File: src/sv/cohist_pkg.sv
// shared constants, types and helpers for the clock offset histogram
package cohist_pkg;

    // histogram geometry
    localparam int HALF_BINS    = 2000;
    localparam int BIN_WIDTH_NS = 100;
    localparam int COUNT_BITS   = 32;

    localparam int NUM_BINS = 2 * HALF_BINS + 1;
    localparam int BIN_AW   = $clog2(NUM_BINS);

    // field widths of the stream items
    localparam int BIN_INDEX_W = 12;
    localparam int SEC_W       = 32;
    localparam int NSEC_W      = 30;
    localparam int TIME_W      = 64;
    localparam int CNT_OUT_W   = 32;
    localparam int LIMIT_W     = 32;
    localparam int SEC_PROD_W  = SEC_W + NSEC_W;

    localparam int S_TDATA_W = 136;
    localparam int M_TDATA_W = 136;
    localparam int M_PAD_W   = M_TDATA_W - (TIME_W + CNT_OUT_W + 2 + LIMIT_W);

    localparam logic [NSEC_W-1:0] NS_PER_SEC = NSEC_W'(1000000000);

    // in-range check and division by the bin width through a reciprocal
    localparam logic [63:0] RANGE_NS = 64'(HALF_BINS + 1) * 64'(BIN_WIDTH_NS);
    localparam int MAG_BITS   = $clog2(RANGE_NS);
    localparam int DIV_SHIFT  = MAG_BITS + $clog2(BIN_WIDTH_NS);
    localparam int RECIP_BITS = MAG_BITS + 1;
    localparam int QPROD_W    = MAG_BITS + RECIP_BITS;
    localparam int Q_W        = $clog2(HALF_BINS + 1);
    localparam logic [RECIP_BITS-1:0] DIV_RECIP = RECIP_BITS'(
        ((64'd1 << DIV_SHIFT) + 64'(BIN_WIDTH_NS) - 64'd1) / 64'(BIN_WIDTH_NS));

    localparam logic [COUNT_BITS-1:0] COUNT_MAX   = {COUNT_BITS{1'b1}};
    localparam logic [CNT_OUT_W-1:0]  CNT_OUT_MAX = {CNT_OUT_W{1'b1}};

    // queue between front and back
    localparam int QDEPTH = 8;
    localparam int Q_AW   = $clog2(QDEPTH);
    localparam int QCNT_W = $clog2(QDEPTH + 1);

    localparam int OBUF_DEPTH = 4;
    localparam int OB_AW      = $clog2(OBUF_DEPTH);
    localparam int OBCNT_W    = $clog2(OBUF_DEPTH + 1);

    localparam int CFG_IDX_W  = 1;
    localparam int CFG_DATA_W = 32;

    typedef enum logic {
        ACT_SAMPLE = 1'b0,
        ACT_READ   = 1'b1
    } act_t;

    typedef enum logic [CFG_IDX_W-1:0] {
        CFG_HIST_ENABLE  = 1'b0,
        CFG_SAMPLE_LIMIT = 1'b1
    } cfg_reg_t;

    // one classified item on its way from front to back
    typedef struct packed {
        act_t              act;
        logic              idx_ok;
        logic [BIN_AW-1:0] addr;
        logic [TIME_W-1:0] offset;
    } job_t;

    typedef struct packed {
        logic [QCNT_W-1:0] count;
        logic              empty;
    } qstat_t;

    typedef struct packed {
        logic clearing;
    } bstat_t;

    function automatic logic [CNT_OUT_W-1:0] sat_count(input logic [COUNT_BITS-1:0] c);
        logic [CNT_OUT_W-1:0] r;
        if (c > COUNT_BITS'(CNT_OUT_MAX)) begin
            r = CNT_OUT_MAX;
        end else begin
            r = CNT_OUT_W'(c);
        end
        return r;
    endfunction

endpackage

File: src/sv/cohist_queue.sv
// short fifo of classified items between front and back
module cohist_queue (
    input  logic                aclk,
    input  logic                aresetn,
    input  logic                push,
    input  cohist_pkg::job_t    push_job,
    input  logic                pop,
    output cohist_pkg::job_t    head_job,
    output cohist_pkg::qstat_t  qstat
);
    import cohist_pkg::*;

    job_t              entries_reg [QDEPTH];
    logic [Q_AW-1:0]   wr_ptr_reg, rd_ptr_reg;
    logic [QCNT_W-1:0] count_reg;

    always_ff @(posedge aclk) begin
        if (!aresetn) begin
            wr_ptr_reg <= '0;
            rd_ptr_reg <= '0;
            count_reg  <= '0;
        end else begin
            if (push) begin
                wr_ptr_reg <= wr_ptr_reg + Q_AW'(1);
            end
            if (pop) begin
                rd_ptr_reg <= rd_ptr_reg + Q_AW'(1);
            end
            if (push && !pop) begin
                count_reg <= count_reg + QCNT_W'(1);
            end else if (pop && !push) begin
                count_reg <= count_reg - QCNT_W'(1);
            end
        end
    end

    always_ff @(posedge aclk) begin
        if (push) begin
            entries_reg[wr_ptr_reg] <= push_job;
        end
    end

    assign head_job    = entries_reg[rd_ptr_reg];
    assign qstat.count = count_reg;
    assign qstat.empty = (count_reg == '0);

endmodule

File: config.mk
export PLATFORM = sky130hd
export DESIGN_NAME = cohist_queue
export DESIGN_NICKNAME = d
export VERILOG_FILES = /design/src/sv/cohist_pkg.sv /design/src/sv/cohist_queue.sv
export SDC_FILE = /design/constraint.sdc
export NUM_CORES = 1
export LEC_CHECK = 0
export BUFFER_PORTS_ARGS = -buffer_cell sky130_fd_sc_hd__buf_2
export CAP_MARGIN = 5
export CORE_MARGIN = 5
export CORE_UTILIZATION = 46
export CTS_CLUSTER_DIAMETER = 60
export DETAILED_ROUTE_END_ITERATION = 6
export GPL_TIMING_DRIVEN = 1
export PLACE_DENSITY = 0.7
export SYNTH_ARGS = -nofsm -noshare
export SYNTH_HDL_FRONTEND = slang
export SYNTH_SLANG_ARGS = --single-unit
File: constraint.sdc
create_clock -name aclk -period 13.5 [get_ports aclk]
set_clock_uncertainty 0.15 [all_clocks]
set_input_delay 2.7 -clock aclk [delete_from_list [all_inputs] [get_ports aclk]]
set_output_delay 2.7 -clock aclk [all_outputs]
set_load 0.01 [all_outputs]
; ---- After elaboration in Yosys (flattened, before gate mapping)
; Memories as Yosys holds them, arrays and structs flattened. A register that Yosys moved wholly into a read port is not among the register bits.
; Index checks and enable logic that the tools add are counted.
; W data, S select, Z words.
[word_totals]
register_bits = 10
inputBits = 82
ram_bits = 624
memories = 1
latchBits = 0
word_cells = 20
rom_bits = 0
output_inout_bits = 83
[classes]
n_lt_le_gt_ge = 0
n_mul = 0
reduce_logical = 6
div_mod_pow = 0
add_sub_neg = 4
eq_ne = 0
mux = 6
n_bitwise = 0
n_shift = 0
[mem_list]
columns = memory, words, word_bits, read_ports, rd_clocked_by_memory_dff, wr, line
row1 = entries_reg, 8, 78, 1, 1, 1, cohist_queue.sv:13  ; job_t entries_reg [QDEPTH];
[op_table]
columns = operator, n
row1 = $mux W4, 2
row2 = $add A3 B1 Y3 const B, 2
row3 = $mux W3, 2
row4 = $add A4 B1 Y4 const B, 1
row5 = $logic_not A4 Y1, 1
row6 = $sub A4 B1 Y4 const B, 1
row7 = $logic_and A1 B1 Y1, 2
row8 = $logic_not A1 Y1, 2
row9 = $mux W1, 2
row10 = $reduce_bool A2 Y1, 1

; ---- Logic depth before layout (Yosys ltp)
; Gate-level depths: netlist (run 1).
[logic_depth]
depth_word = 4
mapped_depth = 8
mapped_depth_nobuf = 8

; ---- Worst setup path after synthesis (run 1)
; OpenSTA, ideal clock, no wires.
[synth_path]
kind = input-to-reg
start = input push
end = memory entries_reg[0][0] (netlist name) (enable)
arrival_time_ns = 8.083
path_slack_ns = 4.656
stages = 2
n_path_buf = 0
t_required_ns = 12.740
setup_ns = 0.610
path_cell_list = nand2b_1 -> nor3_1
[synth_between]
elab_chain_cells = 2
[synth_rtl]
columns = element, line
row1 = from (decl), cohist_queue.sv:5  ; input logic push,
row2 = $mux W1, cohist_queue.sv:38  ; if (push) begin
row3 = $mux W1 (not written as such), cohist_queue.sv:39  ; entries_reg[wr_ptr_reg] <= push_job;
row4 = to (decl), cohist_queue.sv:13
; Every way passes these cells.

==> results.md, run 1 <==
- Crit path kind: reg2out
- Total track usage: 16.16%
- Worst r2r src: wr_ptr_reg[2]
- Area leader, netlist: edfxtp_1
- Power per Cell Area: 158.4 nW/µm²
- Synthesized cell area: 24050 µm²
- Die width: ~240 µm
- Static Leak: around 8.9 nW
- Ys async rst share: 0%
- Synth top cells by count: edfxtp_1, mux4_2, mux2_2
- CP endpoint kind: primary output
- Hold Path End: count_reg[3]
- Finished Core Util: 54.07%
- Worst-Skew Late Latency: between 0.5 and 0.6 ns
- Hold Crit Class: reg2reg
- Max Cap Viol: 0
- Fin crit period: 6.807 ns
- Die height: 238.7 µm
- Least-Margin Pin Slew: about 1.1 ns
- Vias in the first global route: around 11000
- CTS tree: built
- Worst-path clk slew: 0.06 ns
- RSZ-0062 raised after global routing: false
- Hold Vio Cnt, Final: 0
- # IOs: between 150 and 200
- DRT iter0 DRCs: about 840
- Final wirelength: 45.54 mm
- Worst reg-to-reg setup slack: about 11 ns
- CTS H-tree lvls: 3
- Fin nets: 1268
- ANT nets after route: 0
- Setup Viol. Count Final: 0
- Number of remaining DRC errors: 0
- WP data required: 10.65 ns
- Arr. time, crit path: a little under 4 ns
- Mapped Avg Cell Area: 24.80 µm²
- Core area: 51510 µm²
- Most common cell in the netlist: edfxtp_1
- Synth top area cells: edfxtp_1, mux4_2, mux2_2
- FF+latch count, synth: 637
- Ys Warns: 0
- Total CTS buffers: 68
- FP Rows: 83
- Largest net degree at the start of global routing: 74
- Net Count, Synth: 1058
- Synth-to-layout area growth: 15.80%
- First-pass GRT wire length: 69.39 mm
- Placer Congestion: 0.6909
- Hold Path Stages: 2
- CTS Hold Bufs: 0
- Design Area, Final: 27850 µm²
- Sequential share of the synthesized area: between 70 and 80%
- Via count: 10550
- Clock Root Buffer: clkbuf_16
- Gr ovfl total: 0
- Initial Util: between 40% and 50%
- Post-Syn Instances: 970
- Clock Sink Count: 637
- # resized after CTS: 0
- Peak supply drop: 0.1212 mV
- Startpoint Class: flop
- CP Max Fanout: 45
- Slew HR: 26.23%
- Slew Limit Fails: 0
- Largest register FFs: approximately 620
- Via/cell ratio: 5.508
- Die ar.: ~57000 µm²
- Layout cells sized above 1: 42.38%
- Worst r2r dst: entries_reg[0][35]
- Port Buffers: 164
- WL/cell: 23.78 µm
- EDFF count, synth: 624
- FF-to-FF path depth: 3
- Drt pass-1 iters: 4
- Placed cell area: between 20000 and 30000 µm²
- Final worst-path cycle share: 50.42%
- Predominant post-synthesis flop cell: edfxtp_1
- Cell variety after synth: 26
- Post-CTS Setup Bufs: 0
- Post-synth top area share: 77.91%
- Post-DP HPWL: 24.14 mm
- Clk buf depth: 3
- Initial antenna violation count: 8
- Run status: completed
- Fillers: 3898
- Fmax: around 150 MHz
- HP Start: count_reg[3]
- Setup TNS: 0 ns
where the power goes:
| group | internal, mW | switching (mW) |
|---|---|---|
| registers | 2.23 | 0.0208 |
| clock network | 1.09 | 0.724 |
| logic | 0.169 | 0.177 |
stage by stage:
stage | setup WS, ns | std cells | power (mW) | hold slack [ns]
final | 6.693 | 1915 | 4.411 | 0.3435
after global routing | 6.269 | 1914 | 4.578 | 0.3884
after CTS | 6.497 | 1914 | 4.463 | 0.3458
after detailed placement | 7.158 | 1790 | 2.644 | 0.3376
after global placement | 7.179 | 1790 | 2.636 | 0.3144
after floorplan | 4.656 | 970 | 2.523 | 0.3510
cells in the final DEF (no fill, tap or decap):
master	n
a211oi_1	1
a21oi_1	1
a31oi_1	1
and2_1	7
buf_2	164
buf_4	22
bufinv_16	7
clkbuf_1	23
clkbuf_16	70
clkinv_1	9
clkinv_2	8
clkinv_8	1
clkinvlp_4	1
dfxtp_1	10
dfxtp_4	3
diode_2	1
edfxtp_1	624
fa_1	1
ha_1	5
inv_1	2
inv_6	4
inv_8	1
mux2_2	78
mux2i_1	4
mux4_2	156
nand2_1	6
nand2b_1	4
nand3_1	1
nor2_1	1
nor2_4	6
nor2b_1	3
nor3_2	2
nor4_1	1
o21ai_0	1
xnor2_1	4
xor2_1	2
worst max-delay path: stages (launching register included):
cell and delay (ns):
dfxtp_4 0.65, buf_4 0.73, buf_4 0.83, mux4_2 0.61
mux2_2 0.29, buf_2 0.14
logic make-up after synthesis:
group                    count (synthesis)  synth area share (%)
AO/OA/AOI/OAI                            4               0.09883
adder cells (fa/ha/maj)                  6                0.3433
AND/OR/NAND/NOR                         31                0.6555
flip-flops                             637                 78.99
XOR/XNOR                                 6                0.2185
multiplexers                           238                 18.43
buffers and inverters                   48                 1.269
how the worst max path moves through the flow:
stage                                   end  slack, ns  cells past startpoint
after floorplan           entries_reg[0][0]       4.66                      2
after global placement         head_job[52]       7.18                      5
after detailed placement       head_job[53]       7.16                      5
after CTS                      head_job[53]       6.50                      5
after global routing           head_job[52]       6.27                      5
final                          head_job[47]       6.69                      5
area by class of cell:
class | count | area (µm²) | share of cell area (%)
antenna | 1 | 2.502 | 0.008985
clock buffer | 93 | 1838 | 6.599
clock inverter | 31 | 354.1 | 1.271
inverter | 2 | 7.507 | 0.02695
multi-input combinational | 285 | 4803 | 17.25
sequential | 637 | 19010 | 68.25
tap | 680 | 850.8 | 3.055
timing repair buffer | 186 | 985.9 | 3.540
routing by layer:
metal	vias up	wire [µm]	GRT usage, %
met5	-	62	0
met4	12	808	4.730
met3	76	2702	3.842
met2	266	23390	27.08
met1	5627	18580	21.38
li1	4567	-	-
Note: power is estimated with default switching activity, not from simulation.
==> run 2, diff against run 1 <==
clock period = 6.5 ns   (was 13.5 ns; I/O delays follow)
==> run 2 against run 1 <==
Critical path depth down 1. Setup slack worse by 4.7 ns. Clock power up 94%. Via count about the same. Total power up 100%. Largest power group unchanged.
==> results.md, run 2 (synthesized netlist as in run 1, its figures left out) <==
- Run status: completed (unchanged)
- Fin nets: 1261 (was 1268)
- Worst-Skew Late Latency: 0.61 ns (was 0.59 ns)
- WP data required: 5.05 ns (was 10.65 ns)
- Initial antenna violation count: 7 (was 8)
- Clock Root Buffer: clkbuf_16 (unchanged)
- Hold Crit Class: reg2reg (unchanged)
- Hold Vio Cnt, Final: 0 (unchanged)
- DRT iter0 DRCs: 835 (unchanged)
- RSZ-0062 raised after global routing: false (unchanged)
- Design Power: 8.917 mW (was 4.411 mW)
- Core area: 51510 µm² (unchanged)
- CP Max Fanout: 30 (was 45)
- Design Area, Final: 27750 µm² (was 27850 µm²)
- Total CTS buffers: 61 (was 68)
- Max Cap Viol: 0 (unchanged)
- Die height: 238.7 µm (unchanged)
- Clock power share: 39.6% (was 41.2%)
- Worst-path clk slew: 0.06 ns (about the same)
- Slew HR: 44.46% (was 26.23%)
- Final worst-path cycle share: slightly below 70%
- Finished Core Util: 53.88% (was 54.07%)
- Peak supply drop: 0.2479 mV (was 0.1212 mV)
- Initial Util: 46.69% (unchanged)
- Vias in the first global route: 11340 (about the same)
- Placed cell area: 25720 µm² (was 25660 µm²)
- Seq pwr share: 52.4% (was 50.9%)
- Count of non-filler cells in the finished layout: 1908 (was 1915)
- CTS tree: built (unchanged)
- ANT nets after route: 0 (unchanged)
- First-pass GRT wire length: 69.55 mm (was 69.39 mm)
- CTS Hold Bufs: 0 (unchanged)
- Inst Count DP: 1790 (unchanged)
- Final wirelength: 45.75 mm (was 45.54 mm)
- Power per Cell Area: 321.3 nW/µm² (was 158.4 nW/µm²)
- Slew Limit Fails: 0 (unchanged)
- Fin crit period: 4.476 ns
- Post-CTS Setup Bufs: 0 (unchanged)
- Total track usage: 16.12% (was 16.16%)
- Arr. time, crit path: 3.03 ns (was 3.96 ns)
- Fmax: approximately 220 MHz
- Largest net degree at the start of global routing: 82 (was 74)
- Setup WS post-layout: 2.024 ns (was 6.693 ns)
- Least-Margin Pin Slew: 0.8330 ns (was 1.107 ns)
- # IOs: 165 (unchanged)
- Comb power frac: 8.0% (was 7.9%)
- Post-DP HPWL: 24.66 mm (was 24.14 mm)
- Die width: 238.7 µm (unchanged)
- Die ar.: 56960 µm² (unchanged)
- Clock Sink Count: 637 (unchanged)
- Port Buffers: 164 (unchanged)
- Setup Viol. Count Final: 0 (unchanged)
- Startpoint Class: flop (unchanged)
- Net switching fraction of the power: 20.94% (was 20.90%)
- Layout cells sized above 1: 42.32% (was 42.38%)
- Hold Slack: 0.3378 ns (was 0.3435 ns)
- Number of remaining DRC errors: 0 (unchanged)
- Setup TNS: 0 ns (unchanged)
- Drt pass-1 iters: 5 (was 4)
- Placer Congestion: 0.6893 (was 0.6909)
- CP endpoint kind: primary output (unchanged)
- Most common cell after layout, fill and taps aside: edfxtp_1 (unchanged)
- FP Rows: 83 (unchanged)
- Largest register FFs: 624 (unchanged)
- Most frequent cells in the layout: edfxtp_1, buf_2, mux4_2 (unchanged)
- Via count: 10540 (was 10550)
- Crit path kind: reg2out (unchanged)
- Via/cell ratio: 5.525 (was 5.508)
- Int Pwr: 7.050 mW (was 3.489 mW)
- P_sw: 1.867 mW (was 921.9 µW)
- # resized after CTS: 0 (unchanged)
- Clk buf depth: 3 (unchanged)
- Synth-to-layout area growth: 15.39% (was 15.80%)
- WL/cell: 23.98 µm (was 23.78 µm)
- Pre-CTS setup slack: 2.526 ns (was 7.158 ns)
- Gr ovfl total: 0 (unchanged)
- CTS H-tree lvls: 2 (was 3)
- Static Leak: 8.820 nW (was 8.905 nW)
[run 2: layout make-up]
| type | count | area [µm²] |
|---|---|---|
| diodes | 4 | 10.01 |
| clock buffers | 78 | 1612 |
| clock inverters | 36 | 412.9 |
| fillers | 3933 | 23760 |
| inverters | 2 | 7.507 |
| multi-input cells | 285 | 4816 |
| flip-flops and latches | 637 | 19010 |
| well taps | 680 | 850.8 |
| repair buffers | 186 | 1036 |
[run 2: per-layer routing]
metal | track usage, % | part of all wire (%) | up-vias
met5 | 0 | 0.15 | -
met4 | 3.704 | 1.6 | 12
met3 | 3.565 | 5.3 | 71
met2 | 27.03 | 51 | 246
met1 | 21.97 | 42 | 5647
li1 | - | - | 4565
[run 2: power by group through the flow]
| stage | clock (mW) | sequential [mW] | combinational [mW] |
|---|---|---|---|
| 2_1_floorplan | 0 | 4.74 | 0.492 |
| 3_3_place_gp | 0 | 4.76 | 0.721 |
| 3_5_place_dp | 0 | 4.77 | 0.731 |
| 4_1_cts | 3.61 | 4.68 | 0.735 |
| 5_1_grt | 3.80 | 4.69 | 0.775 |
| 6_report | 3.53 | 4.68 | 0.714 |
[run 2: critical path, stage by stage (launching register included)]
cell and delay [ns]:
dfxtp_4 0.76, buf_4 0.60, mux4_2 0.58, mux2_2 0.29
buf_2 0.14
[run 2: final timing paths]
check / start / endpoint / slack [ns] / depth (start not counted)
hold / removal: count_reg[3] / count_reg[3] / 0.34 / 2
setup reg to reg: wr_ptr_reg[1] / entries_reg[6][41] / 4.28 / 3
setup / recovery: flop / head_job[1] / 2.02 / 4
hold reg to reg: count_reg[3] / count_reg[3] / 0.34 / 2
