--- src/sv/cohist_pkg.sv ---
// shared constants, types and helpers for the clock offset histogram
package cohist_pkg;

    // histogram geometry
    localparam int HALF_BINS    = 2000;
    localparam int BIN_WIDTH_NS = 100;
    localparam int COUNT_BITS   = 32;

    localparam int NUM_BINS = 2 * HALF_BINS + 1;
    localparam int BIN_AW   = $clog2(NUM_BINS);

    // field widths of the stream items
    localparam int BIN_INDEX_W = 12;
    localparam int SEC_W       = 32;
    localparam int NSEC_W      = 30;
    localparam int TIME_W      = 64;
    localparam int CNT_OUT_W   = 32;
    localparam int LIMIT_W     = 32;
    localparam int SEC_PROD_W  = SEC_W + NSEC_W;

    localparam int S_TDATA_W = 136;
    localparam int M_TDATA_W = 136;
    localparam int M_PAD_W   = M_TDATA_W - (TIME_W + CNT_OUT_W + 2 + LIMIT_W);

    localparam logic [NSEC_W-1:0] NS_PER_SEC = NSEC_W'(1000000000);

    // in-range check and division by the bin width through a reciprocal
    localparam logic [63:0] RANGE_NS = 64'(HALF_BINS + 1) * 64'(BIN_WIDTH_NS);
    localparam int MAG_BITS   = $clog2(RANGE_NS);
    localparam int DIV_SHIFT  = MAG_BITS + $clog2(BIN_WIDTH_NS);
    localparam int RECIP_BITS = MAG_BITS + 1;
    localparam int QPROD_W    = MAG_BITS + RECIP_BITS;
    localparam int Q_W        = $clog2(HALF_BINS + 1);
    localparam logic [RECIP_BITS-1:0] DIV_RECIP = RECIP_BITS'(
        ((64'd1 << DIV_SHIFT) + 64'(BIN_WIDTH_NS) - 64'd1) / 64'(BIN_WIDTH_NS));

    localparam logic [COUNT_BITS-1:0] COUNT_MAX   = {COUNT_BITS{1'b1}};
    localparam logic [CNT_OUT_W-1:0]  CNT_OUT_MAX = {CNT_OUT_W{1'b1}};

    // queue between front and back
    localparam int QDEPTH = 8;
    localparam int Q_AW   = $clog2(QDEPTH);
    localparam int QCNT_W = $clog2(QDEPTH + 1);

    localparam int OBUF_DEPTH = 4;
    localparam int OB_AW      = $clog2(OBUF_DEPTH);
    localparam int OBCNT_W    = $clog2(OBUF_DEPTH + 1);

    localparam int CFG_IDX_W  = 1;
    localparam int CFG_DATA_W = 32;

    typedef enum logic {
        ACT_SAMPLE = 1'b0,
        ACT_READ   = 1'b1
    } act_t;

    typedef enum logic [CFG_IDX_W-1:0] {
        CFG_HIST_ENABLE  = 1'b0,
        CFG_SAMPLE_LIMIT = 1'b1
    } cfg_reg_t;

    // one classified item on its way from front to back
    typedef struct packed {
        act_t              act;
        logic              idx_ok;
        logic [BIN_AW-1:0] addr;
        logic [TIME_W-1:0] offset;
    } job_t;

    typedef struct packed {
        logic [QCNT_W-1:0] count;
        logic              empty;
    } qstat_t;

    typedef struct packed {
        logic clearing;
    } bstat_t;

    function automatic logic [CNT_OUT_W-1:0] sat_count(input logic [COUNT_BITS-1:0] c);
        logic [CNT_OUT_W-1:0] r;
        if (c > COUNT_BITS'(CNT_OUT_MAX)) begin
            r = CNT_OUT_MAX;
        end else begin
            r = CNT_OUT_W'(c);
        end
        return r;
    endfunction

endpackage

--- src/sv/cohist_front.sv ---
// front: accepts beats, forms the offset and the bin address
module cohist_front (
    input  logic                                aclk,
    input  logic                                aresetn,
    input  logic                                s_tvalid,
    output logic                                s_tready,
    input  logic [cohist_pkg::S_TDATA_W-1:0]    s_tdata,
    input  logic                                s_tuser,
    input  cohist_pkg::qstat_t                  qstat,
    input  cohist_pkg::bstat_t                  bstat,
    output logic                                push,
    output cohist_pkg::job_t                    push_job
);
    import cohist_pkg::*;

    localparam int REF_SEC_LO   = BIN_INDEX_W;
    localparam int REF_NSEC_LO  = REF_SEC_LO + SEC_W;
    localparam int LOC_SEC_LO   = REF_NSEC_LO + NSEC_W;
    localparam int LOC_NSEC_LO  = LOC_SEC_LO + SEC_W;

    logic                   accept;
    logic [QCNT_W:0]        occupancy;
    logic [SEC_PROD_W-1:0]  ref_prod, loc_prod;

    // stage 1
    logic                   s1_valid_reg;
    act_t                   s1_act_reg;
    logic [BIN_INDEX_W-1:0] s1_bidx_reg;
    logic [SEC_PROD_W-1:0]  s1_ref_p_reg, s1_loc_p_reg;
    logic [NSEC_W-1:0]      s1_ref_ns_reg, s1_loc_ns_reg;
    // stage 2
    logic                   s2_valid_reg;
    act_t                   s2_act_reg;
    logic [BIN_AW-1:0]      s2_bidx_reg;
    logic                   s2_bidx_ok_reg;
    logic [TIME_W-1:0]      s2_ref_t_reg, s2_loc_t_reg;
    // stage 3
    logic                   s3_valid_reg;
    act_t                   s3_act_reg;
    logic [BIN_AW-1:0]      s3_bidx_reg;
    logic                   s3_bidx_ok_reg;
    logic [TIME_W-1:0]      s3_off_reg, s3_mag_reg;
    logic                   s3_neg_reg;
    // stage 4
    logic                   s4_valid_reg;
    act_t                   s4_act_reg;
    logic [BIN_AW-1:0]      s4_bidx_reg;
    logic                   s4_bidx_ok_reg;
    logic [TIME_W-1:0]      s4_off_reg;
    logic                   s4_neg_reg;
    logic                   s4_in_rng_reg;
    logic [QPROD_W-1:0]     s4_qprod_reg;

    logic [Q_W-1:0]         quot;
    logic [BIN_AW-1:0]      bin_addr;

    // credit: every item in flight has a queue slot waiting for it
    assign occupancy = (QCNT_W+1)'(qstat.count) + (QCNT_W+1)'(s1_valid_reg)
                     + (QCNT_W+1)'(s2_valid_reg) + (QCNT_W+1)'(s3_valid_reg)
                     + (QCNT_W+1)'(s4_valid_reg);
    assign s_tready = !bstat.clearing && (occupancy < (QCNT_W+1)'(QDEPTH));
    assign accept   = s_tvalid && s_tready;

    assign ref_prod = SEC_PROD_W'(s_tdata[REF_SEC_LO +: SEC_W]) * SEC_PROD_W'(NS_PER_SEC);
    assign loc_prod = SEC_PROD_W'(s_tdata[LOC_SEC_LO +: SEC_W]) * SEC_PROD_W'(NS_PER_SEC);

    always_ff @(posedge aclk) begin
        if (!aresetn) begin
            s1_valid_reg <= 1'b0;
            s2_valid_reg <= 1'b0;
            s3_valid_reg <= 1'b0;
            s4_valid_reg <= 1'b0;
        end else begin
            s1_valid_reg <= accept;
            s2_valid_reg <= s1_valid_reg;
            s3_valid_reg <= s2_valid_reg;
            s4_valid_reg <= s3_valid_reg;
        end
    end

    always_ff @(posedge aclk) begin
        s1_act_reg    <= act_t'(s_tuser);
        s1_bidx_reg   <= s_tdata[BIN_INDEX_W-1:0];
        s1_ref_p_reg  <= ref_prod;
        s1_loc_p_reg  <= loc_prod;
        s1_ref_ns_reg <= s_tdata[REF_NSEC_LO +: NSEC_W];
        s1_loc_ns_reg <= s_tdata[LOC_NSEC_LO +: NSEC_W];

        s2_act_reg     <= s1_act_reg;
        s2_bidx_reg    <= BIN_AW'(s1_bidx_reg);
        s2_bidx_ok_reg <= 32'(s1_bidx_reg) < 32'(NUM_BINS);
        s2_ref_t_reg   <= TIME_W'(s1_ref_p_reg) + TIME_W'(s1_ref_ns_reg);
        s2_loc_t_reg   <= TIME_W'(s1_loc_p_reg) + TIME_W'(s1_loc_ns_reg);

        s3_act_reg     <= s2_act_reg;
        s3_bidx_reg    <= s2_bidx_reg;
        s3_bidx_ok_reg <= s2_bidx_ok_reg;
        s3_off_reg     <= s2_ref_t_reg - s2_loc_t_reg;
        s3_neg_reg     <= s2_ref_t_reg < s2_loc_t_reg;
        s3_mag_reg     <= (s2_ref_t_reg < s2_loc_t_reg) ? (s2_loc_t_reg - s2_ref_t_reg)
                                                        : (s2_ref_t_reg - s2_loc_t_reg);

        s4_act_reg     <= s3_act_reg;
        s4_bidx_reg    <= s3_bidx_reg;
        s4_bidx_ok_reg <= s3_bidx_ok_reg;
        s4_off_reg     <= s3_off_reg;
        s4_neg_reg     <= s3_neg_reg;
        s4_in_rng_reg  <= s3_mag_reg < RANGE_NS;
        // exact floor division for magnitudes below the range limit
        s4_qprod_reg   <= QPROD_W'(s3_mag_reg[MAG_BITS-1:0]) * QPROD_W'(DIV_RECIP);
    end

    assign quot = s4_qprod_reg[DIV_SHIFT +: Q_W];

    always_comb begin
        if (s4_neg_reg) begin
            bin_addr = BIN_AW'(HALF_BINS) - BIN_AW'(quot);
        end else begin
            bin_addr = BIN_AW'(HALF_BINS) + BIN_AW'(quot);
        end
        push_job.act    = s4_act_reg;
        push_job.offset = s4_off_reg;
        if (s4_act_reg == ACT_READ) begin
            push_job.idx_ok = s4_bidx_ok_reg;
            push_job.addr   = s4_bidx_reg;
        end else begin
            push_job.idx_ok = s4_in_rng_reg;
            push_job.addr   = bin_addr;
        end
    end

    assign push = s4_valid_reg;

endmodule

--- config.mk ---
export PLATFORM = sky130hd
export DESIGN_NAME = cohist_front
export DESIGN_NICKNAME = d
export VERILOG_FILES = /design/src/sv/cohist_pkg.sv /design/src/sv/cohist_front.sv
export SDC_FILE = /design/constraint.sdc
export NUM_CORES = 2
export LEC_CHECK = 0
export BUFFER_PORTS_ARGS = -buffer_cell sky130_fd_sc_hd__buf_2
export CAP_MARGIN = 20
export CORE_ASPECT_RATIO = 2
export CORE_MARGIN = 2
export CORE_UTILIZATION = 30
export CTS_BUF_LIST = sky130_fd_sc_hd__clkbuf_4
export DETAILED_ROUTE_END_ITERATION = 8
export PLACE_DENSITY = 0.54
export SYNTH_ARGS = -nofsm -noshare
export SYNTH_HDL_FRONTEND = slang
export SYNTH_SLANG_ARGS = --single-unit
--- constraint.sdc ---
create_clock -name aclk -period 6.7 [get_ports aclk]
set_clock_uncertainty 0.15 [all_clocks]
set_input_delay 0.67 -clock aclk [delete_from_list [all_inputs] [get_ports aclk]]
set_output_delay 0.67 -clock aclk [all_outputs]
set_load 0.01 [all_outputs]
Word-level counts from Yosys, hierarchy flattened
Index checks and enable logic that the tools add are counted.
{ "op_classes": {"add_sub_neg": 10, "mul": 3, "magnitude_cmp": 4, "muxes": 3, "reduce_logical": 3} }
{ "ops": {"columns": ["cell", "count"], "rows": [
  ["$sub A63 B63 Y64", 2],
  ["$add A62 B30 Y63", 2],
  ["$mul A32 B21 Y53 const B", 2],
  ["$lt A64 B18 Y1 const B", 1],
  ["$mux W64", 1],
  ["$lt A63 B63 Y1", 1],
  ["$mul A18 B19 Y36 const B", 1],
  ["$add A5 B1 Y5", 3],
  ["$mux W13", 1],
  ["$add A11 B11 Y12 const A", 1],
  ["$lt A12 B12 Y1 const B", 1],
  ["$mux W12", 1],
  ["$sub A11 B11 Y12 const A", 1],
  ["$add A4 B1 Y5", 1],
  ["$lt A5 B4 Y1 const B", 1],
  ["$logic_and A1 B1 Y1", 2],
  ["$logic_not A1 Y1", 1]
]} }
{ "totals": {"ff_bits": 582, "out_inout_bits": 80, "word_cells": 51} }

Logic depth before layout (Yosys ltp)
{ "depth": {"depth_word": 7, "mapped_depth": 25} }

Worst setup path before layout
No wires, ideal clock.
{ "synth_path": {"path_kind": "input to register", "startpoint": "input s_tdata[77] (netlist name)", "endpoint": "register s1_loc_p_reg[58]", "setup_ps": 72, "t_arrival_ps": 6710, "t_required_ps": 6478, "slack_ps": -233, "cell_stages": 21, "path_buffers": 0, "cell_sequence": "inv_1 fa_1 fa_1 fa_1 fa_1 fa_1 inv_1 fa_1 inv_1 fa_1 inv_1 ha_1 a41oi_1 o21ai_0 or4_1 o211ai_1 a21oi_1 o21bai_2 a311oi_1 a311oi_1 xnor2_1"} }
{ "synth_between": {"elab_chain_cells": 1} }
{ "synth_rtl": {"columns": ["element", "line", "rtl"], "rows": [
  ["start: declaration", "cohist_front.sv:7", "input logic [cohist_pkg::S_TDATA_W-1:0] s_tdata,"],
  ["$mul A32 B21 Y53", "cohist_front.sv:65", "assign loc_prod = SEC_PROD_W'(s_tdata[LOC_SEC_LO +: SEC_W]) * SEC_PROD_W'(NS_PER_SEC);"],
  ["named net loc_prod[58]", "cohist_front.sv:23", "logic [SEC_PROD_W-1:0] ref_prod, loc_prod;"],
  ["end signal: assignment", "cohist_front.sv:85", "s1_loc_p_reg <= loc_prod;"],
  ["end: declaration", "cohist_front.sv:29", "logic [SEC_PROD_W-1:0] s1_ref_p_reg, s1_loc_p_reg;"]
]} }
The timed path passes the listed nets, and every way through them passes these cells.
A chain may end at the register's enable or synchronous reset.

Worst setup path after layout
{ "layout_path": {"startpoint": "input s_tdata[75] (netlist name)", "endpoint": "register s1_loc_p_reg[58]"} }
The elaborated chain is that of the path after synthesis.

==> report_table.html <==
<table>
<tr><th>Metric</th><th>Value</th></tr>
<tr><th colspan="2">Status</th></tr>
<tr><td>Outcome</td><td>completed</td></tr>
<tr><th colspan="2">Setup path</th></tr>
<tr><td>Data arrival at the endpoint of the critical path</td><td>a little over 7 ns</td></tr>
<tr><td>CP Data Required Time</td><td>7.43 ns</td></tr>
<tr><td>Most repeated library cell on the critical path</td><td>fa_1</td></tr>
<tr><td>Category of the worst setup path capture point</td><td>flop</td></tr>
<tr><td>Worst path cell trace</td><td>buf_2 &gt; dlygate4sd3_1 &gt; buf_4 &gt; ha_2 &gt; fa_1 &gt; inv_1 &gt; fa_1 &gt; fa_2 &gt; fa_1 &gt; inv_1 &gt; fa_1 &gt; fa_1 &gt; ha_4 &gt; a41oi_2 &gt; o21ai_2 &gt; or4_4 &gt; o211ai_1 &gt; a21oi_2 &gt; o21bai_2 &gt; a311oi_4 &gt; a311oi_2 &gt; xnor2_1</td></tr>
<tr><td>Nature of the critical path startpoint</td><td>input port</td></tr>
<tr><td>CP max stage delay</td><td>0.61 ns</td></tr>
<tr><td>Buffering stage count on the worst path with inverters included</td><td>5</td></tr>
<tr><td>Worst Setup Path Type</td><td>input port to flop</td></tr>
<tr><td>Critical Path Fanout Max</td><td>6</td></tr>
<tr><td>Slowest library cell on the worst path</td><td>fa_1</td></tr>
<tr><td>Crit-path leading delay family</td><td>adder cells</td></tr>
<tr><th colspan="2">GRT</th></tr>
<tr><td>Number of antenna violations at the first check in global routing</td><td>22</td></tr>
<tr><td>Global-route wire length before repair</td><td>approximately 270,000 um</td></tr>
<tr><td>Largest net degree at the start of global routing</td><td>25</td></tr>
<tr><td>Combined global-route utilization of all metal layers</td><td>between 10% and 20%</td></tr>
<tr><td>Overflow after GRT</td><td>0</td></tr>
<tr><td>Vias in the first global route</td><td>about 47,000</td></tr>
<tr><th colspan="2">Route</th></tr>
<tr><td>DRT Pass-1 Iters</td><td>7</td></tr>
<tr><td>Wire length reported by the detailed router</td><td>181,900 um</td></tr>
<tr><td>Count of unresolved DRC violations after routing</td><td>0</td></tr>
<tr><td>Mean routed wirelength per cell</td><td>just under 20 um</td></tr>
<tr><td>Number of vias per cell</td><td>roughly 4.6</td></tr>
<tr><td>Routed via count</td><td>42,420</td></tr>
<tr><td>Starting DRT DRC Count</td><td>roughly 1,700</td></tr>
<tr><td>Remaining antenna violation count after routing</td><td>0</td></tr>
<tr><th colspan="2">Die</th></tr>
<tr><td>IO Pins</td><td>between 200 and 250</td></tr>
<tr><td>DIE AREA</td><td>between 150,000 and 200,000 um^2</td></tr>
<tr><td>Chip height</td><td>615.4 um</td></tr>
<tr><td>Chip Width</td><td>between 300 and 400 um</td></tr>
<tr><td>Core area</td><td>around 190,000 um^2</td></tr>
<tr><td>Number of cell rows</td><td>roughly 220</td></tr>
<tr><td>Initial standard-cell utilization of the core</td><td>30.18%</td></tr>
<tr><th colspan="2">Logic synthesis</th></tr>
<tr><td>Top cells by area in the synthesized netlist</td><td>fa_1, dfxtp_1, ha_1</td></tr>
<tr><td>Instance count of the mapped netlist</td><td>5,741</td></tr>
<tr><td>Number of enable-type register cells in the synthesized netlist</td><td>0</td></tr>
<tr><td>Area leader, netlist</td><td>fa_1</td></tr>
<tr><td>Leading register cell type out of synthesis</td><td>dfxtp_1</td></tr>
<tr><td>Average cell area after synthesis</td><td>approximately 9.8 um^2</td></tr>
<tr><td>Yosys cell types</td><td>between 100 and 150</td></tr>
<tr><td>Netlist Area Pre-Place</td><td>between 50,000 and 60,000 um^2</td></tr>
<tr><td>Synthesized Nets</td><td>7,490</td></tr>
<tr><td>Seq cells post-synth</td><td>~560</td></tr>
<tr><td>Total of warnings raised by yosys</td><td>0</td></tr>
<tr><td>Area share of the leading cell type in the synthesized netlist</td><td>between 20% and 30%</td></tr>
<tr><td>Portion of the post-synthesis area used by sequential elements</td><td>19.85%</td></tr>
<tr><td>Fraction of synthesis flops using an asynchronous set or reset pin</td><td>0%</td></tr>
<tr><th colspan="2">CTS</th></tr>
<tr><td>H-tree levels</td><td>4</td></tr>
<tr><td>Worst-Skew Late Latency</td><td>slightly above 1 ns</td></tr>
<tr><td>Total clock sinks</td><td>approximately 560</td></tr>
<tr><td>Clock buffer count from CTS</td><td>between 100 and 150</td></tr>
<tr><td>Root Buffer</td><td>clkbuf_4</td></tr>
<tr><td>Clock tree from TritonCTS</td><td>yes</td></tr>
<tr><td>Maximum number of buffers from clock root to sink</td><td>4</td></tr>
<tr><td>Clock transition time at the flip-flop clock pins of the worst setup and hold paths</td><td>0.07 ns</td></tr>
<tr><th colspan="2">STA</th></tr>
<tr><td>Share of the cycle needed by the critical path after routing</td><td>97.34%</td></tr>
<tr><td>Fmax</td><td>approximately 0.15 GHz</td></tr>
<tr><td>Hold Violations, Final</td><td>0</td></tr>
<tr><td>Post-route minimum period</td><td>between 6 and 7 ns</td></tr>
<tr><td>Number of setup violations in the final report</td><td>0</td></tr>
<tr><td>Total count of max-transition violations in the final report</td><td>0</td></tr>
<tr><td>Worst max-slew margin expressed relative to the limit</td><td>about a fifth</td></tr>
<tr><td>Final setup slack of the worst path</td><td>approximately 0.18 ns</td></tr>
<tr><td>Worst Max-Slew Pin Slew</td><td>1.175 ns</td></tr>
<tr><th colspan="2">Cells and area</th></tr>
<tr><td>Fraction of final layout cells with drive strength greater than 1</td><td>around 15%</td></tr>
<tr><td>Most common library cell in the layout ignoring fill and taps</td><td>inv_1</td></tr>
<tr><td>Leading cell types in the layout, fill and taps excluded</td><td>inv_1, ha_1, fa_1</td></tr>
<tr><td>Count of nets after finishing</td><td>8,315</td></tr>
<tr><td>Area growth, synth to finish</td><td>18.02%</td></tr>
<tr><th colspan="2">Min path</th></tr>
<tr><td>Path type of the worst min-delay path</td><td>input port to flop</td></tr>
<tr><th colspan="2">Placed design</th></tr>
<tr><td>Post-place setup slack</td><td>-0.6920 ns</td></tr>
<tr><td>Global placement routability congestion</td><td>0.9760</td></tr>
<tr><td>Final HPWL from detailed placement</td><td>~160,000 um</td></tr>
<tr><td>Count of input and output buffers</td><td>around 220</td></tr>
<tr><th colspan="2">Run</th></tr>
<tr><td>Maximum Capacitance Violations</td><td>0</td></tr>
</table>
-- cell usage after synthesis, drive strengths merged, types with 38 or more instances --
cell and count:
dfxtp 556, o21a 38, xnor2 241, buf 59, inv 1341, a21o 125
nor3 53, nand4 65, a21oi 331, o21bai 68, clkbuf 53, ha 857
o21ai 187, xor2 94, nor2 174, nand2 220, and3 41, nand3 75
fa 746
-- through the flow --
| step | hold WS, ns | area, um^2 | std cells | setup TNS, ns | utilization (%) |
|---|---|---|---|---|---|
| 2_1_floorplan | 0.1596 | 56160 | 5741 | -0.03482 | - |
| 3_3_place_gp | 0.1604 | 63390 | 8822 | -15.30 | 34.12 |
| 3_5_place_dp | 0.1621 | 63410 | 8824 | -16.93 | 34.12 |
| 4_1_cts | 0.01277 | 65900 | 9124 | 0 | 35.46 |
| 5_1_grt | 0.05759 | 66160 | 9135 | -0.04332 | 35.61 |
| 6_report | 0.08290 | 66180 | 9143 | 0 | 35.62 |
-- metal layers --
metal  global-route usage (%)  up-vias  part of all wire [%]
met3                    2.257      551                   3.0
met2                    38.40     1019                    56
li1                         -    20160                     -
met4                    15.16       22                   9.3
met5                        0        -                 0.076
met1                    16.51    20670                    31
-- worst reg2reg max path, cell delays in order (launching register included) --
cell	delay, ns
dfxtp_1	0.34
fa_1	0.64
inv_1	0.10
fa_1	0.49
fa_1	0.53
fa_1	0.52
fa_1	0.55
inv_1	0.05
fa_1	0.48
ha_1	0.29
and3_1	0.20
and4_1	0.24
and4_1	0.22
nand4_1	0.26
a31oi_2	0.16
buf_4	0.18
a221oi_2	0.28
o21ai_1	0.18
o41ai_1	0.34
xnor2_1	0.16
-- logic make-up (layout without fill, tap and decap cells) --
logic type | after synthesis | in the layout | synth area share [%]
adders and majority gates | 1603 | 1603 | 45.75
and+or+nand+nor | 782 | 782 | 6.966
buffers and inverters | 1453 | 2353 | 10.15
AOI/OAI and AO/OA | 969 | 969 | 11.24
DFF | 556 | 556 | 19.85
muxes | 43 | 43 | 0.7809
other | 0 | 16 | 0
xor gates and xnor gates | 335 | 335 | 5.259
-- cell type report --
type,instances,area (um^2)
Inverter,1341,5045
Multi-Input combinational cell,3732,39510
Fill cell,19010,119600
Sequential cell,556,11130
Clock inverter,46,380.4
Tap cell,2486,3110
Timing Repair Buffer,794,5673
Antenna cell,16,40.04
Clock buffer,172,1291
-- timing repair --
item | CTS | global route
endpoints found under the setup margin | 0 | 20
endpoints found under the hold margin | 83 | 0
hold buffers | 82 | 0
buffers inserted | 0 | 3
resized for setup | 0 | 43
-- final timing paths --
kind,startpoint,endpoint,slack (ns),cells past startpoint
max,s_tdata[75],s1_loc_p_reg[58]$_DFF_P_,0.18,22
min,s_tdata[74],s1_loc_p_reg[11]$_DFF_P_,0.08,3
max reg2reg,s3_mag_reg[15]$_DFF_P_,s4_qprod_reg[35]$_DFF_P_,0.26,19
min reg2reg,s3_off_reg[44]$_DFF_P_,s4_off_reg[44]$_DFF_P_,0.15,0
Power is not shown: default switching activity piles up to over one toggle a cycle in this logic, so the estimate is an artifact.
